==> src/sv/bpa_ram.sv <==
module bpa_ram #(
	parameter int WIDTH = 64,
	parameter int DEPTH = 64
) (
	input  logic                     clk,
	input  logic                     we,
	input  logic [$clog2(DEPTH)-1:0] waddr,
	input  logic [WIDTH-1:0]         wdata,
	input  logic                     re,
	input  logic [$clog2(DEPTH)-1:0] raddr,
	output logic [WIDTH-1:0]         rdata
);

	logic [WIDTH-1:0] mem [DEPTH];

	always_ff @(posedge clk) begin
		if (we) begin
			mem[waddr] <= wdata;
		end
		if (re) begin
			rdata <= mem[raddr];
		end
	end

endmodule

==> config.mk <==
export PLATFORM = sky130hd
export DESIGN_NAME = bpa_ram
export DESIGN_NICKNAME = d
export VERILOG_FILES = /design/src/sv/bpa_ram.sv
export SDC_FILE = /design/constraint.sdc
export NUM_CORES = 2
export LEC_CHECK = 0
export ABC_AREA = 1
export BUFFER_PORTS_ARGS = -buffer_cell sky130_fd_sc_hd__buf_2
export CAP_MARGIN = 20
export CORE_MARGIN = 1
export CORE_UTILIZATION = 45
export CTS_BUF_LIST = sky130_fd_sc_hd__clkbuf_16
export CTS_CLUSTER_DIAMETER = 100
export DETAILED_ROUTE_END_ITERATION = 10
export GPL_TIMING_DRIVEN = 0
export REMOVE_ABC_BUFFERS = 1
export SLEW_MARGIN = 10
export SYNTH_ARGS = -nofsm -noshare
export SYNTH_HDL_FRONTEND = slang
export SYNTH_SLANG_ARGS = --single-unit
==> constraint.sdc <==
create_clock -name clk -period 13.8 [get_ports clk]
set_input_delay 3.45 -clock clk [delete_from_list [all_inputs] [get_ports clk]]
set_output_delay 3.45 -clock clk [all_outputs]
set_load 0.02 [all_outputs]
==> reports/metrics.cfg <==
[floorplanning]
coreArea_um2 = 366000
chipHeight_um = 609
start_util = 0.453
die_area_um2 = 371000
pin_count = 143
die_w_um = 609
num_rows = 222

[route]
route.detailed.drc = 0
wl_mm = 483
vias_per_cell = 5.68
drt_iter0_markers = 12600
firstDrtPassIters = 8
antenna_left = 0
drt-wirelength-per-cell_um = 25.8
via_count = 106000

[logic_synthesis]
synth_mux_area_frac = 0
syn_area_um2 = 166000
synth_xor_area_frac = 0
yosysTopAreaCell = edfxtp_1
synthAdderAreaFrac = 0
synth_warnings = 0
synth_area_leaders = edfxtp_1, nand3_1, nand2_1
yosys-top-cells-count = nand2_1, edfxtp_1, nand3_1
ys_async_sr_fraction = 0
synth_cell_type_count = 15
synth_top_family_by_area = simple AND/OR/NAND/NOR gates
synth.avg_cell_area_um2 = 12.4
ys_seq_area_frac = 0.753
synthFlopType = edfxtp_1
yosys.area_share.simple = 0.218
synth_edf_count = 4160
synthCells = 13400
synth_seq_cells = 4160
post-synth-top-count-cell = nand2_1
synth_compound_area_frac = 0
synth_top_area_frac = 0.753

[worst_setup_path]
slowest_delay_ns = 0.48
crit_slowest_cell = buf_16
path_buf_inv = 9
path_cells = buf_12 > buf_16 > buf_16 > buf_16 > inv_16 > buf_16 > buf_16 > buf_16 > buf_16 > nand2_1 > nand3_1 > nand3_1 > nand3_1 > nand3_1 > nand2_1 > nand2_1 > nand2_1
worst-r2r-setup-slack_ns = 12.06
path_max_fanout = 163
crit_type = primary input to flip-flop
critPathLaunchType = primary input
ff2ff_path_depth = 8
startpoint = raddr[0]
r2r-start = mem[9][30]
r2r-end = rdata[30]
required_ns = 14.54
worstPathArrival_ns = 8.63
crit_top_cell = buf_16
crit_family = buffers and inverters
crit_cells = 17
setup.worst_path.end = rdata[36]
cp-end-kind = flip-flop

[cts]
cts-resized-gates = 0
clk_pin_slew_ns = 0.06
tritoncts = done
root_buffer = clkbuf_16
clock_latency_ns = 0.98
cts_setup_buffers = 0
cts_max_level = 5
clock-sinks = 4160
cts_made_buffers = 414
cts_max_path_buffers = 4
hold_buffers = 0

[sta]
maxSlewHeadroom = 0.222
finalHoldViolations = 0
clock.fmax_mhz = 127
final.setup.worst_slack_ns = 5.91
period_share = 0.572
drv_slew = 0
setup_viol = 0
finalSetupTns_ns = 0
min_period_ns = 7.89
whs_ns = 0.873
fin_skew_ns = 0.0351
worst_pin_slew_ns = 1.17
rsz0062_at_grt = no

[status]
status = complete, no violations

[cells_and_area]
final_cells = 18700
nFillCells = 30100
nNetsFinal = 13600
drive_gt1_frac = 0.0900
syn2layout_area_growth_pct = 14.5

[pwr]
power_density_nw_per_um2 = 140
leakage_nw = 66.8
power_mw = 26.5
max-vdd-ir-drop_mv = 0.0962

[grt]
met2_usage = 0.426
grt_max_degree = 227
grt_util_met1 = 0.337
grt_overflow = 0
grt_pass1_wl_mm = 692
top_usage_layer = met2
grt_use_total = 0.254
antenna_found_initial = 19
grt_pass1_vias = 98800
grtUsageMet3 = 0.0330

[place]
place_inst = 17900
dpl_worst_slack_ns = 4.84
gp_congestion = 0.696
io_buffers = 142
hpwl_mm = 279

[worst_hold_path]
min_path_type = flip-flop to flip-flop

[job]
cap_viol_max_count = 0

==> cell usage in the layout, fill, tap and decap left out, drive strengths merged <==
| cell | synthesis | routed |
|---|---|---|
| clkbuf | 147 | 420 |
| nand2 | 4416 | 4416 |
| nor2 | 56 | 56 |
| inv | 12 | 113 |
| nor4 | 8 | 8 |
| clkinv | 0 | 181 |
| nand3 | 3847 | 3847 |
| nand4 | 9 | 9 |
| clkinvlp | 0 | 6 |
| buf | 750 | 616 |
| bufinv | 0 | 39 |
| edfxtp | 4160 | 4160 |
| diode | 0 | 19 |
==> routing by layer <==
layer | up-vias | wire, um
li1 | 48200 | -
met1 | 52500 | 190000
met2 | 4481 | 236000
met3 | 1044 | 36300
met4 | 10 | 20500
met5 | - | 65
==> power by group <==
part	switching, mW	internal (mW)	leakage, nW
Sequential	0.0287	14.0	37.5
Clock	4.73	6.22	6.78
Combinational	1.11	0.389	22.6
==> worst reg2reg max path, stage by stage, from the launching register on <==
cell	delay [ns]
edfxtp_1	0.39
nand2_1	0.09
nand3_1	0.14
nand3_1	0.20
nand3_1	0.09
nand3_1	0.11
nand2_1	0.08
nand2_1	0.23
nand2_1	0.15
==> through the flow <==
step,area [um2],utilization
2_1_floorplan,161000,-
5_1_grt,190000,0.518
3_5_place_dp,177000,0.483
6_report,190000,0.518
3_3_place_gp,168000,0.458
4_1_cts,190000,0.518
==> cell type report <==
cell class	instances	area, um2	area share
Clock buffer	420	10500	0.0553
Multi-Input combinational cell	8336	36600	0.193
Sequential cell	4160	125000	0.658
Inverter	12	105	0.000553
Tap cell	4816	6030	0.0317
Timing Repair Buffer	616	9170	0.0483
Clock inverter	327	2570	0.0135
Antenna cell	19	47.5	0.000250
==> cells by family after synthesis <==
| family | after synthesis |
|---|---|
| AND/OR/NAND/NOR | 8336 |
| flip-flops | 4160 |
| buffers and inverters | 909 |
==> worst min path at each step <==
stage,from,end,cells past startpoint
3_3_place_gp,mem[58][48],rdata[48],8
2_1_floorplan,mem[52][14],rdata[14],8
3_5_place_dp,mem[58][48],rdata[48],8
4_1_cts,mem[58][48],rdata[48],8
6_report,mem[58][48],rdata[48],8
5_1_grt,mem[14][4],rdata[4],8
==> flip-flops by register name, indices dropped and copies added, names as in the netlist <==
| signal | cells |
|---|---|
| rdata | 64 |
| mem | 4096 |
Note: power is estimated with default switching activity, not from simulation.
