--- src/sv/bpa_pkg.sv ---
package bpa_pkg;

	localparam int MAX_WORDS  = 64;
	localparam int WORD_BITS  = 64;
	localparam int PAGE_SHIFT = 12;
	localparam int ADDR_W     = 64;
	localparam int WIDX_W     = $clog2(MAX_WORDS);
	localparam int BIDX_W     = $clog2(WORD_BITS);
	localparam int NWORDS_W   = 7;
	localparam int PAGE_IDX_W = WIDX_W + BIDX_W;
	localparam int PAGE_W     = ADDR_W - PAGE_SHIFT;
	localparam int STATUS_W   = 2;
	localparam int CFG_IDX_W  = 1;

	localparam logic OP_ALLOC = 1'b0;
	localparam logic OP_FREE  = 1'b1;

	localparam logic [CFG_IDX_W-1:0] REG_BASE  = 1'b0;
	localparam logic [CFG_IDX_W-1:0] REG_WORDS = 1'b1;

	typedef enum logic [STATUS_W-1:0] {
		STAT_OK      = 2'd0,
		STAT_FULL    = 2'd1,
		STAT_OUTSIDE = 2'd2
	} status_t;

	typedef enum logic [1:0] {
		ST_IDLE,
		ST_LOOKUP,
		ST_MODIFY
	} state_t;

	typedef struct packed {
		logic              en;
		logic [WIDX_W-1:0] idx;
		logic              full;
	} sum_upd_t;

	// index of the lowest clear bit of a bitmap word
	function automatic logic [BIDX_W-1:0] low_zero_bit(input logic [WORD_BITS-1:0] w);
		logic [BIDX_W-1:0] r;
		r = '0;
		for (int i = WORD_BITS - 1; i >= 0; i--) begin
			if (!w[i]) begin
				r = i[BIDX_W-1:0];
			end
		end
		return r;
	endfunction

endpackage

--- src/sv/bpa_summary.sv ---
module bpa_summary
	import bpa_pkg::*;
(
	input  logic                clk,
	input  logic                arst_n,
	input  logic [NWORDS_W-1:0] words_in_use,
	input  sum_upd_t            upd,
	input  logic [WIDX_W-1:0]   rd_idx,
	output logic                rd_valid,
	output logic                found,
	output logic [WIDX_W-1:0]   free_idx
);

	logic [MAX_WORDS-1:0] full_q;
	logic [MAX_WORDS-1:0] valid_q;
	logic [MAX_WORDS-1:0] cand;

	// per-word flags: written since reset, and every page taken
	always_ff @(posedge clk or negedge arst_n) begin
		if (!arst_n) begin
			full_q  <= '0;
			valid_q <= '0;
		end else if (upd.en) begin
			full_q[upd.idx]  <= upd.full;
			valid_q[upd.idx] <= 1'b1;
		end
	end

	always_comb begin
		for (int i = 0; i < MAX_WORDS; i++) begin
			cand[i] = !full_q[i] && (NWORDS_W'(i) < words_in_use);
		end
		found    = |cand;
		free_idx = '0;
		for (int i = MAX_WORDS - 1; i >= 0; i--) begin
			if (cand[i]) begin
				free_idx = i[WIDX_W-1:0];
			end
		end
	end

	assign rd_valid = valid_q[rd_idx];

endmodule

--- config.mk ---
export PLATFORM = sky130hd
export DESIGN_NAME = bpa_summary
export DESIGN_NICKNAME = d
export VERILOG_FILES = /design/src/sv/bpa_pkg.sv /design/src/sv/bpa_summary.sv
export SDC_FILE = /design/constraint.sdc
export NUM_CORES = 1
export LEC_CHECK = 0
export BUFFER_PORTS_ARGS = -buffer_cell sky130_fd_sc_hd__buf_2
export CAP_MARGIN = 10
export CORE_MARGIN = 10
export CORE_UTILIZATION = 45
export CTS_CLUSTER_DIAMETER = 200
export DETAILED_ROUTE_END_ITERATION = 7
export GPL_TIMING_DRIVEN = 0
export SYNTH_ARGS = -nofsm -noshare
export SYNTH_HDL_FRONTEND = slang
export SYNTH_SLANG_ARGS = --single-unit
--- constraint.sdc ---
create_clock -name clk -period 6.8 [get_ports clk]
set_input_delay 1.36 -clock clk [delete_from_list [all_inputs] [get_ports clk]]
set_output_delay 1.36 -clock clk [all_outputs]
set_load 0.01 [all_outputs]
==> impl_metrics.toml <==
[status]
status = "finished clean"

[timing]
max_freq_mhz = 175
rsz0062_at_grt = "no"
worst_slew_pin_slew_ns = 1.19
finalSetupTns_ns = 0
skew_ns = 0
hold_viol = 0
slew_viol_final = 0
setup_violations = 0
max_slew_margin_pct = 19.9
fin_crit_ns = 5.72
finalCritPeriodShare_pct = 84.0
finalWorstSetupSlack_ns = 1.08

[clock_network]
hold_buffers = 0
clkSinkCount = 128
post-cts-setup-buffers = 0
tritoncts = "done"
cts_resized = 0
cts_made_buffers = 17
cts_root_buffer = "clkbuf_16"
cts_buffer_depth = 2
cts_max_level = 4
clk_latency_ns = 0.41
clk_pin_slew_ns = 0.06

[worst_setup_path]
reg2reg_to = "full_q[13]$_DFFE_PN0P_"
arrival_ns = 4.36
worstRegToRegCells = 1
regToRegSetupSlack_ns = 5.90
crit_top_cell = "buf_2"
critPathCaptureType = "output pin"
worst-path-max-fanout = 10
crit_path_top_delay_cell = "buf_1"
r2r_start = "full_q[13]$_DFFE_PN0P_"
path_cells = "buf_2 -> buf_2 -> buf_1 -> nand3_1 -> or3_1 -> o22ai_1 -> o211ai_1 -> a311oi_1 -> o21ai_1 -> nand3_1 -> buf_2"
required_ns = 5.44
max_stage_delay_ns = 0.54
path_class = "input port to output pin"
startpoint_type = "input port"

[die]
start_util_pct = 46.1
dieArea_mm2 = 0.0218
die_h_um = 148
rows = 46
die_w_um = 148
io_pins = 31
core_area_mm2 = 0.0159

[yosys]
async_reset_ff_share_pct = 100
ys_top_cells_by_area = "dfrtp_1 44%, mux2_2 9.5%, mux4_2 6.4%"
yosys_warnings = 0
synth_top_area_cell = "dfrtp_1"
ys_top_cells_by_count = "128 x dfrtp_1, 66 x nand2_1, 62 x mux2_2, 62 x nor2_1, 50 x a21oi_1"
syn_avg_cell_area_um2 = 10.1
yosysMostFrequentCell = "dfrtp_1"
synth-seq-cells = 128
syn-instance-count = 728
synth_nets = 751
yosys_most_used_dff = "dfrtp_1"
synth.top_cell.area_share_pct = 43.6
netlist_area_mm2 = 0.00734
synth-edff-count = 0
synth_seq_area_share_pct = 43.6
yosysUniqueCellTypes = 73

[drt]
num_vias = 6161
dr.pass1.iters = 6
antenna_left = 0
drt-wirelength-per-cell_um = 22.7
drc = 0
drt_iter0_drc = 574
avgViaCountPerCell = 6.17
wl_um = 22700

[global_route]
use_met2_pct = 34.8
grt_pass1_wl_um = 35300
antenna_found_initial = 0
track_usage_pct = 20.8
grt_max_degree = 80
use_met3_pct = 3.57
grt_busiest_layer = "met2"
grt-ovfl-total = 0
grt_util_met1_pct = 26.6
grt_pass1_vias = 6150

[place]
place_congestion = 0.977
dpl_worst_slack_ns = 1.30
dp.cells = 967
portBuffers = 22
place_hpwl_um = 17400

[finish]
area_delta_synth_final_pct = 14.8
antenna_cells = 0
drive_gt1_share_pct = 26.8
fillers = 1474
final_util_pct = 52.9
register_area_mm2 = 0.00320
multi_input_area_mm2 = 0.00393
nets = 793
final_cells = 999

[power_and_ir_drop]
p_total_w = 0.00240
ir_drop_uv = 177
p_leak_nw = 3.60
powerDensity_mw_per_mm2 = 285

[min_path]
min_path_type = "register to register"
whs_endpoint = "valid_q[63]$_DFFE_PN0P_"
hp-start = "valid_q[63]$_DFFE_PN0P_"
whs_path_depth = 1

[run]
drv_cap = 0
## logic make-up after synthesis
| logic type | after synthesis | share of synthesized area (%) |
|---|---|---|
| AND/OR/NAND/NOR | 289 | 21.4 |
| AO/OA/AOI/OAI | 177 | 16.0 |
| flip-flops | 128 | 43.6 |
| multiplexers | 83 | 15.9 |
| buffers and inverters | 50 | 2.90 |
| adder cells (fa/ha/maj) | 1 | 0.136 |
## area by class of cell
type / count / area share (%)
flip-flops and latches: 128 / 38.0
well taps: 216 / 3.21
clock buffers: 20 / 5.54
clock inverters: 12 / 2.43
plain buffers: 39 / 2.03
repair buffers: 23 / 1.71
inverters: 11 / 0.490
multi-input cells: 550 / 46.6
## power breakdown
part           internal, W  total (W)  switching, W
logic             0.000192   0.000396      0.000203
clock network     0.000681    0.00103      0.000346
registers         0.000886   0.000980     0.0000936
total              0.00176    0.00240      0.000643
## placed cells by master, fill, tap and decap left out, types with 21 or more instances in the layout
cell	netlist	layout
o21ai_0	32	32
nor2_1	62	62
nand2b_1	37	37
dfrtp_1	128	128
a21oi_1	50	50
clkbuf_1	23	23
mux2_2	62	62
nand2_1	66	66
buf_2	11	32
or2_2	39	39
mux4_2	21	21
## worst max-delay path: cells and delay by family
family          cells  cell delay (ns)
compound gates      4             0.95
buf+inv             4             1.08
simple gates        3             0.97
## registers in the layout (all words and copies together) (netlist names)
signal,count
valid_q,64
full_q,64
## metal layers
layer	wire (um)	up-vias
li1	-	2748
met5	0	-
met1	9300	3088
met2	11500	285
met3	1470	40
met4	454	0
## stage by stage
step | hold WS, ns | instance area [um2]
finish | 0.460 | 8430
global route | 0.476 | 8430
CTS | 0.464 | 8430
detailed placement | 0.449 | 7760
global placement | 0.447 | 7720
floorplan | 0.429 | 7340
## how the worst max path moves through the flow
stage | from | to | slack, ns | cells past startpoint
floorplan | rd_idx[0] | rd_valid | 2.10 | 5
global placement | words_in_use[0] | free_idx[4] | 1.27 | 9
detailed placement | words_in_use[0] | free_idx[4] | 1.30 | 9
CTS | words_in_use[0] | free_idx[4] | 1.28 | 9
global route | words_in_use[0] | free_idx[4] | 1.15 | 9
finish | words_in_use[1] | free_idx[0] | 1.08 | 11
(Power assumes the default switching activity.)
